===== config.mk =====
export PLATFORM = sky130hd
export DESIGN_NAME = quadrature_angle_decoder_unit
export DESIGN_NICKNAME = d
export VERILOG_FILES = /design/src/rtl/qad_pkg.sv /design/src/rtl/quadrature_angle_decoder_unit.sv /design/src/rtl/qad_step_logic.sv
export SDC_FILE = /design/constraint.sdc
export NUM_CORES = 1
export LEC_CHECK = 0
export BUFFER_PORTS_ARGS = -buffer_cell sky130_fd_sc_hd__clkbuf_2
export CORE_MARGIN = 8
export CORE_UTILIZATION = 56
export CTS_CLUSTER_SIZE = 12
export DETAILED_ROUTE_END_ITERATION = 6
export GPL_TIMING_DRIVEN = 0
export HOLD_SLACK_MARGIN = 0.05
export PLACE_DENSITY = 0.86
export SYNTH_ARGS = -nofsm -noshare
export SYNTH_HDL_FRONTEND = slang
export SYNTH_SLANG_ARGS = --single-unit

===== constraint.sdc =====
create_clock -name clock -period 3.4 [get_ports clock]
set_input_delay 0.68 -clock clock [delete_from_list [all_inputs] [get_ports clock]]
set_output_delay 0.68 -clock clock [all_outputs]
set_load 0.01 [all_outputs]

===== src/rtl/qad_pkg.sv =====
`timescale 1ns / 1ps
// Shared types, codes and the transition table of the quadrature angle decoder.
package qad_pkg;

   // Default angle width and counts-per-revolution register layout.
   localparam int ANGLE_WIDTH_DEFAULT = 12;
   localparam int CPR_WIDTH           = 13;
   localparam int CPR_RESET           = 448;

   // Event kind carried on the request tuser.
   typedef enum logic {
      OP_QUAD = 1'b0,
      OP_REF  = 1'b1
   } op_type;

   // Step classification.
   typedef enum logic [1:0] {
      DIR_NONE = 2'd0,
      DIR_CW   = 2'd1,
      DIR_CCW  = 2'd2,
      DIR_ERR  = 2'd3
   } dir_type;

   // Classify one transition; index is {prev_a, prev_b, cur_a, cur_b}.
   function automatic dir_type step_lookup(input logic [3:0] idx);
      dir_type d;
      case (idx)
         4'h0:    d = DIR_NONE;
         4'h1:    d = DIR_CW;
         4'h2:    d = DIR_CCW;
         4'h3:    d = DIR_ERR;
         4'h4:    d = DIR_CCW;
         4'h5:    d = DIR_NONE;
         4'h6:    d = DIR_ERR;
         4'h7:    d = DIR_CW;
         4'h8:    d = DIR_CW;
         4'h9:    d = DIR_ERR;
         4'hA:    d = DIR_NONE;
         4'hB:    d = DIR_CCW;
         4'hC:    d = DIR_ERR;
         4'hD:    d = DIR_CCW;
         4'hE:    d = DIR_CW;
         default: d = DIR_NONE;
      endcase
      return d;
   endfunction

endpackage


===== src/rtl/quadrature_angle_decoder_unit.sv =====
`timescale 1ns / 1ps
// Quadrature angle decoder: x4 transition decode with a wrapping angle count.
//
// Each request transfer is one event: tuser 0 is a pin sample (tdata bit 0 is
// channel A, bit 1 channel B), tuser 1 is a reference pulse that captures the
// current angle. Every event yields exactly one response transfer carrying
// the angle, the last reference capture and the last step classification
// (none, clockwise, counter-clockwise, error when both pins changed). The
// angle wraps at counts_per_rev, clamped to [2, 2^ANGLE_WIDTH]. The first pin
// sample after reset only records the pins. Throughput is one event per
// clock while responses are accepted; a stalled response holds the input
// register. The request transfer loads the input register; from there one
// pass of table lookup and wrapping increment moves the event into the
// decoder state, which doubles as the response register, so response valid
// rises once the event leaves the input register. Write counts_per_rev only
// while no events are in flight; csr_ready is always high.
module quadrature_angle_decoder_unit #(
   parameter  int ANGLE_WIDTH = qad_pkg::ANGLE_WIDTH_DEFAULT,
   localparam int RSP_BITS    = 2 * ANGLE_WIDTH + 2,
   localparam int RSP_WIDTH   = ((RSP_BITS + 7) / 8) * 8
) (
   input  logic                          clock,
   input  logic                          reset,
   // request channel
   input  logic                          req_tvalid,
   output logic                          req_tready,
   input  logic [7:0]                    req_tdata,   // [0] pin_a, [1] pin_b, rest zero
   input  logic [0:0]                    req_tuser,   // [0] opcode
   // response channel
   output logic                          rsp_tvalid,
   input  logic                          rsp_tready,
   output logic [RSP_WIDTH-1:0]          rsp_tdata,   // angle, ref_angle, direction, zero pad
   // configuration write channel
   input  logic                          csr_valid,
   output logic                          csr_ready,
   input  logic [qad_pkg::CPR_WIDTH-1:0] csr_data     // counts_per_rev
);

   localparam int MOD_WIDTH = ANGLE_WIDTH + 1;
   localparam int CMP_WIDTH = (qad_pkg::CPR_WIDTH > MOD_WIDTH) ? qad_pkg::CPR_WIDTH : MOD_WIDTH;
   localparam int MOD_TOP   = 2 ** ANGLE_WIDTH;
   localparam int MOD_RESET = (qad_pkg::CPR_RESET < 2) ? 2 :
                              ((qad_pkg::CPR_RESET > MOD_TOP) ? MOD_TOP : qad_pkg::CPR_RESET);

   // Effective modulus, clamped when the register is written.
   logic [MOD_WIDTH-1:0] mod_ff;
   logic [CMP_WIDTH-1:0] cpr_ext;
   logic [CMP_WIDTH-1:0] top_ext;
   logic [CMP_WIDTH-1:0] mod_clamp;

   // Input register stage.
   logic             s1_valid_ff;
   qad_pkg::op_type  s1_opcode_ff;
   logic [1:0]       s1_pins_ff;
   logic             s1_advance;

   // Decoder state, also the response payload.
   logic                   rsp_valid_ff;
   logic [1:0]             prev_pins_ff,  prev_pins_in;
   logic                   primed_ff,     primed_in;
   logic [ANGLE_WIDTH-1:0] angle_ff,      angle_in;
   logic [ANGLE_WIDTH-1:0] ref_angle_ff,  ref_angle_in;
   qad_pkg::dir_type       last_dir_ff,   last_dir_in;

   assign csr_ready = 1'b1;

   assign cpr_ext   = CMP_WIDTH'(csr_data);
   assign top_ext   = CMP_WIDTH'(MOD_TOP);
   assign mod_clamp = (cpr_ext < CMP_WIDTH'(2)) ? CMP_WIDTH'(2) :
                      ((cpr_ext > top_ext) ? top_ext : cpr_ext);

   always_ff @(posedge clock) begin
      if (reset) begin
         mod_ff <= MOD_WIDTH'(MOD_RESET);
      end else if (csr_valid && csr_ready) begin
         mod_ff <= mod_clamp[MOD_WIDTH-1:0];
      end
   end

   // Advance the input stage whenever the response slot is free or draining.
   assign s1_advance = s1_valid_ff && (!rsp_valid_ff || rsp_tready);
   assign req_tready = !s1_valid_ff || s1_advance;

   always_ff @(posedge clock) begin
      if (reset) begin
         s1_valid_ff <= 1'b0;
      end else if (req_tready) begin
         s1_valid_ff <= req_tvalid;
      end
   end

   always_ff @(posedge clock) begin
      if (req_tvalid && req_tready) begin
         s1_opcode_ff <= qad_pkg::op_type'(req_tuser[0]);
         s1_pins_ff   <= {req_tdata[0], req_tdata[1]};
      end
   end

   qad_step_logic #(
      .ANGLE_WIDTH (ANGLE_WIDTH)
   ) u_step (
      .opcode       (s1_opcode_ff),
      .pins         (s1_pins_ff),
      .modulus      (mod_ff),
      .prev_pins    (prev_pins_ff),
      .primed       (primed_ff),
      .angle        (angle_ff),
      .ref_angle    (ref_angle_ff),
      .last_dir     (last_dir_ff),
      .prev_pins_in (prev_pins_in),
      .primed_in    (primed_in),
      .angle_in     (angle_in),
      .ref_angle_in (ref_angle_in),
      .last_dir_in  (last_dir_in)
   );

   // Update state only when the event moves into the response slot, so a
   // stalled response holds its payload.
   always_ff @(posedge clock) begin
      if (reset) begin
         rsp_valid_ff <= 1'b0;
         prev_pins_ff <= '0;
         primed_ff    <= 1'b0;
         angle_ff     <= '0;
         ref_angle_ff <= '0;
         last_dir_ff  <= qad_pkg::DIR_NONE;
      end else begin
         if (s1_advance) begin
            rsp_valid_ff <= 1'b1;
            prev_pins_ff <= prev_pins_in;
            primed_ff    <= primed_in;
            angle_ff     <= angle_in;
            ref_angle_ff <= ref_angle_in;
            last_dir_ff  <= last_dir_in;
         end else if (rsp_tready) begin
            rsp_valid_ff <= 1'b0;
         end
      end
   end

   assign rsp_tvalid = rsp_valid_ff;
   assign rsp_tdata  = RSP_WIDTH'({last_dir_ff, ref_angle_ff, angle_ff});

   // A reference event captures the angle as it stood.
   assert property (@(posedge clock) disable iff (reset)
      (s1_advance && s1_opcode_ff == qad_pkg::OP_REF) |=> ref_angle_ff == $past(angle_ff))
      else $error("reference capture does not match the prior angle");

   // The priming sample never moves the angle.
   assert property (@(posedge clock) disable iff (reset)
      (s1_advance && !primed_ff) |=> angle_ff == $past(angle_ff))
      else $error("angle moved before priming");

   // The angle moves only on a classified single-pin step.
   assert property (@(posedge clock) disable iff (reset)
      s1_advance |=> (last_dir_ff == qad_pkg::DIR_CW || last_dir_ff == qad_pkg::DIR_CCW ||
                      angle_ff == $past(angle_ff)))
      else $error("angle moved without a step");

   // An empty input stage always takes a transfer.
   assert property (@(posedge clock) disable iff (reset)
      !s1_valid_ff |-> req_tready)
      else $error("input stage empty but not ready");

endmodule


===== src/rtl/qad_step_logic.sv =====
`timescale 1ns / 1ps
// Next-state logic for one decoder event: capture a reference, or classify, step and wrap the angle.
module qad_step_logic #(
   parameter int ANGLE_WIDTH = qad_pkg::ANGLE_WIDTH_DEFAULT
) (
   input  qad_pkg::op_type         opcode,
   input  logic [1:0]              pins,
   input  logic [ANGLE_WIDTH:0]    modulus,
   input  logic [1:0]              prev_pins,
   input  logic                    primed,
   input  logic [ANGLE_WIDTH-1:0]  angle,
   input  logic [ANGLE_WIDTH-1:0]  ref_angle,
   input  qad_pkg::dir_type        last_dir,
   output logic [1:0]              prev_pins_in,
   output logic                    primed_in,
   output logic [ANGLE_WIDTH-1:0]  angle_in,
   output logic [ANGLE_WIDTH-1:0]  ref_angle_in,
   output qad_pkg::dir_type        last_dir_in
);

   logic [ANGLE_WIDTH:0] angle_ext;
   logic [ANGLE_WIDTH:0] angle_inc;
   logic [ANGLE_WIDTH:0] mod_less1;
   qad_pkg::dir_type     dir;

   assign angle_ext = {1'b0, angle};
   assign angle_inc = angle_ext + {{ANGLE_WIDTH{1'b0}}, 1'b1};
   assign mod_less1 = modulus - {{ANGLE_WIDTH{1'b0}}, 1'b1};
   assign dir       = qad_pkg::step_lookup({prev_pins, pins});

   always_comb begin
      prev_pins_in = prev_pins;
      primed_in    = primed;
      angle_in     = angle;
      ref_angle_in = ref_angle;
      last_dir_in  = last_dir;
      case (opcode)
         qad_pkg::OP_REF: begin
            ref_angle_in = angle;
         end
         default: begin
            prev_pins_in = pins;
            primed_in    = 1'b1;
            if (primed) begin
               last_dir_in = dir;
               case (dir)
                  qad_pkg::DIR_CW: begin
                     angle_in = (angle_inc >= modulus) ? '0 : angle_inc[ANGLE_WIDTH-1:0];
                  end
                  qad_pkg::DIR_CCW: begin
                     if (angle == '0 || angle_ext >= modulus) begin
                        angle_in = mod_less1[ANGLE_WIDTH-1:0];
                     end else begin
                        angle_in = angle - {{(ANGLE_WIDTH-1){1'b0}}, 1'b1};
                     end
                  end
                  default: begin
                     angle_in = angle;
                  end
               endcase
            end
         end
      endcase
   end

endmodule

==> results of run 1 <==
==> power groups by stage <==
stage / Sequential [uW] / Combinational, uW / Clock, uW
3_3_place_gp: 597 / 205 / 0
4_1_cts: 586 / 216 / 376
5_1_grt: 588 / 254 / 394
6_report: 586 / 233 / 377
2_1_floorplan: 595 / 154 / 0
3_5_place_dp: 598 / 210 / 0
==> cells in the mapped netlist, drive strengths merged (2+ instances only) <==
cell type,instances
a211o,3
a211oi,3
a21o,3
a21oi,38
a221o,3
a22oi,2
a311oi,2
a31oi,7
a41oi,4
and2,2
and3,6
buf,18
clkbuf,14
conb,2
dfxtp,44
edfxtp,3
ha,29
inv,16
mux2i,10
nand2,54
nand2b,5
nand3,18
nand3b,2
nand4,7
nor2,47
nor2b,11
nor3,13
nor3b,2
nor4,7
o211ai,4
o21ai,6
o22ai,3
o31ai,4
or2,2
xnor2,17
xor2,7
==> state kept, by name, indices dropped and copies added (netlist names), 2 cells and up <==
| signal | cells |
|---|---|
| s1_pins_ff | 2 |
| ref_angle_ff | 12 |
| last_dir_ff | 2 |
| prev_pins_ff | 2 |
| mod_ff | 13 |
| angle_ff | 12 |
==> kinds of logic after synthesis <==
logic type	synth area share
mux	0.0328
buf+inv	0.0781
compound gates	0.166
xor+xnor	0.0619
other cells	0.00221
flops	0.286
fa+ha+maj	0.107
simple gates	0.267
==> final cells by class <==
type	count	area, um2
fill	515	1910
timing repair buffer	49	253
sequential	47	977
tap	75	93.8
inverter	16	63.8
clock buffer	7	86.3
multi-input combinational	341	2280
clock inverter	1	8.76
buffer	33	213
==> critical path: stages (launching register included) <==
cell	delay, ns
dfxtp_4	0.38
buf_6	0.14
clkinvlp_4	0.09
ha_1	0.32
nand2b_1	0.15
a31oi_1	0.16
o21ai_1	0.11
a211o_1	0.32
buf_6	0.15
buf_6	0.16
a21oi_4	0.17
ha_4	0.21
nand2_1	0.10
o31ai_1	0.21
a21oi_1	0.13
mux2i_1	0.18
a41oi_1	0.14
==> worst paths after layout <==
path | cells after the start | slack, ns | from | endpoint
worst max-delay path | 16 | 0.12 | angle_ff[0] | angle_ff[6]
worst min-delay path | 2 | 0.46 | ref_angle_ff[2] | ref_angle_ff[2]
worst max register to register | 16 | 0.12 | angle_ff[0] | angle_ff[6]
worst min register to register | 2 | 0.46 | ref_angle_ff[2] | ref_angle_ff[2]
==> per-stage QoR <==
stage | total power (uW) | setup WS (ns) | hold slack, ns | utilization | setup TNS, ns
after global routing | 1240 | 0.0111 | 0.485 | 0.675 | 0
after detailed placement | 808 | -0.170 | 0.448 | 0.636 | -0.896
after global placement | 802 | -0.160 | 0.445 | 0.636 | -0.631
after floorplan | 748 | 0.334 | 0.450 | - | 0
after CTS | 1180 | 0.00377 | 0.461 | 0.655 | 0
final | 1200 | 0.117 | 0.457 | 0.675 | 0
==> routing by layer <==
| layer | vias up | share of wire | track usage |
|---|---|---|---|
| met3 | 25 | 0.074 | 0.0416 |
| met5 | - | 0 | 0 |
| met4 | 0 | 0.022 | 0.0806 |
| met1 | 1598 | 0.42 | 0.270 |
| met2 | 147 | 0.48 | 0.379 |
| li1 | 1637 | - | - |
==> what timing repair did <==
item                                    CTS  global route
resized for setup                         5            22
setup buffers                             1             2
pin swaps                                 2             3
endpoints found under the hold margin     0             0
endpoints found under the setup margin   10            12
==> impl_results.md, run 1 <==
- Status: complete, no violations
- Clock power share: 0.315
- WS Path Type: flop to flop
- Core ar.: 5890 um2
- Worst-Margin Slew: 0.665 ns
- Crit path DAT: 3.44 ns
- Cell Count, Final, Fillers Out: 569
- Max-cap violations: 0
- Clock sink count: 47
- Synth top area cells: dfxtp_1 (26%), ha_1 (11%), nand2_1 (5.9%)
- Final ANT Viol Nets: 0
- CP Max Fanout: 10
- CTS tree: built
- Pre-antenna DRT Iters: 5
- Total GRT Usage: 0.222
- Drc violations: 0
- Die span in y: 93.9 um
- GRT overflow: 0
- Worst skew pair latency: 0.31 ns
- Hpwl dp: 7540 um
- First-pass GRT wire length: 15800 um
- FF+latch count, synth: 47
- Logic gate share of total power: 0.195
- Final Hold Viols: 0
- Vias: 3407
- Crit end category: flop
- Main synth FF type: dfxtp_1
- Initial Utilization: 0.577
- Vias in the first global route: 3320
- Most common cell after layout, fill and taps aside: nand2_1
- Rows: 28
- Internal power: 835 uW
- Cell area after layout: 3970 um2
- Tightest Hold Check Type: flop to flop
- Maximum clock path buffer count: 2
- Worst rel slew slack: 0.556
- Placed Area: 3740 um2
- Sequential fraction of the synthesis area: 0.286
- 1st-iter DRT viols: 336
- Hold-fix buffers, CTS: 0
- IO Pins: 62
- Nets: 549
- Largest area contributor in the netlist: dfxtp_1
- Tmin final: 3.28 ns
- Final WL: 9810 um
- Initial antenna violation count: 0
- Final period utilization: 0.966
- Post-synth top area share: 0.259
- Mapped Cells: 432
- Unrepaired setup endpoints after global routing: false
- Crit start category: flop
- Max Clk Rate: 0.305 GHz
- Port buffer count: 46
- Maximum vdd drop: 244 uV
- Via density: 5.99
- Clk_skew: 0.00967 ns
- Fraction of layout cells with a size suffix above 1: 0.204
- Warnings from Yosys: 0
- Die X: 93.9 um
- Area delta synth->final: 16.9%
- Fin. max-slew vios: 0
- CTS H-tree depth: 2
- Root Driver: clkbuf_8
- Clock slew at reported path FFs: 0.10 ns
- Power Density: 301 nW/um2
- GPL Wtd Cong: 0.972
- Ys async rst share: 0
- EDFF count, synth: 3
- Most frequent cells in the layout: nand2_1 (53), clkbuf_2 (46), nor2_1 (43)
- Largest net degree at the start of global routing: 16
- P_leak: 0.00176 uW
- Final Setup Violations: 0
- NetSw: 361 uW
- Routed WL per cell: 17.2 um
- Required @ worst endpoint: 3.56 ns
- # diodes: 0
- Switching share of power: 0.302
- Flop pwr share: 0.490
- Cell area after synthesis: 3400 um2
- Number of distinct library cells after synthesis: 61
- Die ar.: 8820 um2
- Mapped Avg Cell Area: 7.87 um2
- Total CTS buffers: 5
- # placed instances: 558
Note: power is estimated with default switching activity, not from simulation.
==> run 2, diff against run 1 <==
Settings changed: CORE_UTILIZATION 56 to 58, PLACE_DENSITY 0.86 to 0.88, RECOVER_POWER set to 50, SYNTH_HIERARCHICAL set to 1.
==> impl_results.md, run 2 <==
- Mapped Cells: 490
- Initial antenna violation count: 0
- Final Hold Viols: 0
- Power Density: 273 nW/um2
- Most frequent cells in the layout: nand2_1 (85), a21oi_1 (49), nor2_1 (38), clkbuf_2 (38), dfxtp_1 (30)
- First-pass GRT wire length: 17200 um
- CTS H-tree depth: 2
- Largest Register: mod_ff
- # diodes: 0
- Nets: 620
- Clock sink count: 47
- Via density: 5.86
- Max reg flops: 13
- Cell area after synthesis: 3780 um2
- Critical path's top delay family: simple AND/OR/NAND/NOR gates
- Rows: 29
- Initial Utilization: 0.599
- GRT overflow: 0
- Fraction of layout cells with a size suffix above 1: 0.298
- Vias in the first global route: 3556
- Place WS: -0.749 ns
- Synth top area cells: dfxtp_1 (23%), ha_1 (9.9%), nand2_1 (8.7%)
- Tightest Hold Check Type: flop to flop
- Sum Neg Setup Slack: 0 ns
- Final period utilization: 0.976
- EDFF count, synth: 3
- Top flop regs: mod_ff x13, angle_ff x12, ref_angle_ff x12
- Crit start category: flop
- Worst-Margin Slew: 0.772 ns
- Clk_skew: 0.00547 ns
- Warnings from Yosys: 6
- Hpwl dp: 7900 um
- Die X: 96.7 um
- Pre-antenna DRT Iters: 5
- Required @ worst endpoint: 3.57 ns
- IO Pins: 62
- Routed WL per cell: 17.0 um
- Die span in y: 96.7 um
- Most common cell in the netlist: nand2_1
- Total GRT Usage: 0.217
- Tmin final: 3.32 ns
- Final Setup Violations: 0
- CTS tree: built
- Root Driver: clkbuf_8
- Port buffer count: 47
- Maximum vdd drop: 211 uV
- Status: complete, no violations
- Worst rel slew slack: 0.484
- Area delta synth->final: 21.2%
- Final Worst Setup Slack: 0.0811 ns
- Max-cap violations: 0
- WS Path Type: flop to flop
- Clock slew at reported path FFs: 0.10 ns
- Post-synth top area share: 0.233
- Crit path largest cell delay: 0.38 ns
- Fin. max-slew vios: 0
- 1st-iter DRT viols: 256
- CP Max Fanout: 10
- Most common cell after layout, fill and taps aside: nand2_1
- Number of distinct library cells after synthesis: 58
- Mapped Avg Cell Area: 7.72 um2
- FF+latch count, synth: 47
- Max Clk Rate: 0.301 GHz
- Worst skew pair latency: 0.30 ns
- GPL Wtd Cong: 0.933
- Drc violations: 0
- Largest net degree at the start of global routing: 16
- Largest area contributor in the netlist: dfxtp_1
- Crit path DAT: 3.49 ns
- Ys async rst share: 0
- Final WL: 10900 um
- Final ANT Viol Nets: 0
- Main synth FF type: dfxtp_1
- Die ar.: 9360 um2
- Total CTS buffers: 5
- P_leak: 0.00193 uW
- Commonest cells post-synth: nand2_1 (88), a21oi_1 (51), dfxtp_1 (44)
- CP max stage cell: dfxtp_4
- Maximum clock path buffer count: 2
- Crit path cell chain: buf_4 -> nand3_2 -> nor2_4 -> and3_4 -> nand3_1 -> xnor2_2 -> ha_1 -> nand4_1 -> nor3_1 -> o21ai_1 -> nand2_2 -> clkbuf_8 -> o21ai_0 -> a211o_1 -> nand2_1 -> a21oi_2
- Vias: 3757
- Crit end category: flop
- Core ar.: 6310 um2
- Sequential fraction of the synthesis area: 0.257
- Worst Path Buf+Inv: 2
==> run 2: changes by cell type after synthesis, sizes merged, moves of 7 or more <==
cell / previous run / this run
a21oi: 38 / 62
mux2: 1 / 14
nand2: 54 / 98
nor2b: 11 / 4
o21ai: 6 / 19
==> run 2: final timing paths <==
kind | from | end | slack, ns | cells past startpoint
max reg2reg | angle_ff[0] | angle_ff[7] | 0.08 | 16
max | angle_ff[0] | angle_ff[7] | 0.08 | 16
min | ref_angle_ff[2] | ref_angle_ff[2] | 0.47 | 2
min reg2reg | ref_angle_ff[2] | ref_angle_ff[2] | 0.47 | 2
==> run 2: report_power, final <==
part | internal (uW) | switching, uW | total, uW
Clock | 220 | 205 | 424
Sequential | 566 | 15.4 | 581
Combinational | 95.9 | 148 | 244
==> run 2: cell type report <==
type	instances	area, um2
clock buffer	5	68.8
timing repair buffer	61	327
clock inverter	3	42.5
multi-input combinational	394	2710
fill	511	1730
tap	77	96.3
sequential	47	1000
inverter	20	75.1
buffer	34	265
==> run 2: layer usage <==
layer	global-route usage	share of wire	wire [um]
met3	0.0384	0.067	730
met5	0	0	0
met4	0.0604	0.015	160
met2	0.374	0.50	5410
met1	0.266	0.42	4570
==> run 2: timing repair <==
item,4_1_cts,5_1_grt
pin swaps,3,15
setup buffers,7,7
gates resized for setup,38,52
hold buffers,0,0
setup endpoints to repair,12,11
cloned,0,0
endpoints found under the hold margin,0,0
==> run 2: through the flow <==
| stage | total power (uW) | instances | util | instance area, um2 | hold slack, ns |
|---|---|---|---|---|---|
| floorplan | 748 | 495 | - | 3800 | 0.445 |
| global placement | 806 | 619 | 0.655 | 4130 | 0.454 |
| detailed placement | 812 | 619 | 0.655 | 4130 | 0.463 |
| CTS | 1240 | 634 | 0.698 | 4410 | 0.477 |
| global route | 1300 | 641 | 0.726 | 4580 | 0.494 |
| finish | 1250 | 641 | 0.726 | 4580 | 0.473 |
==> run 2: cell families (layout without fill, tap and decap cells) <==
kind of cell    after synthesis  count (layout)  share of synthesized area
simple gates                198             198                      0.249
compound gates              115             115                      0.202
buf+inv                      54             123                     0.0784
flops                        47              47                      0.257
fa+ha+maj                    30              30                     0.0993
xor+xnor                     26              26                     0.0602
mux                          18              18                     0.0523
other cells                   2               7                    0.00199
==> run 2: worst reg2reg max path, cell delays in order, from the launching register on <==
cell	delay (ns)
dfxtp_4	0.38
buf_4	0.17
nand3_2	0.12
nor2_4	0.18
and3_4	0.24
nand3_1	0.12
xnor2_2	0.17
ha_1	0.33
nand4_1	0.19
nor3_1	0.22
o21ai_1	0.17
nand2_2	0.14
clkbuf_8	0.18
o21ai_0	0.09
a211o_1	0.35
nand2_1	0.08
a21oi_2	0.05
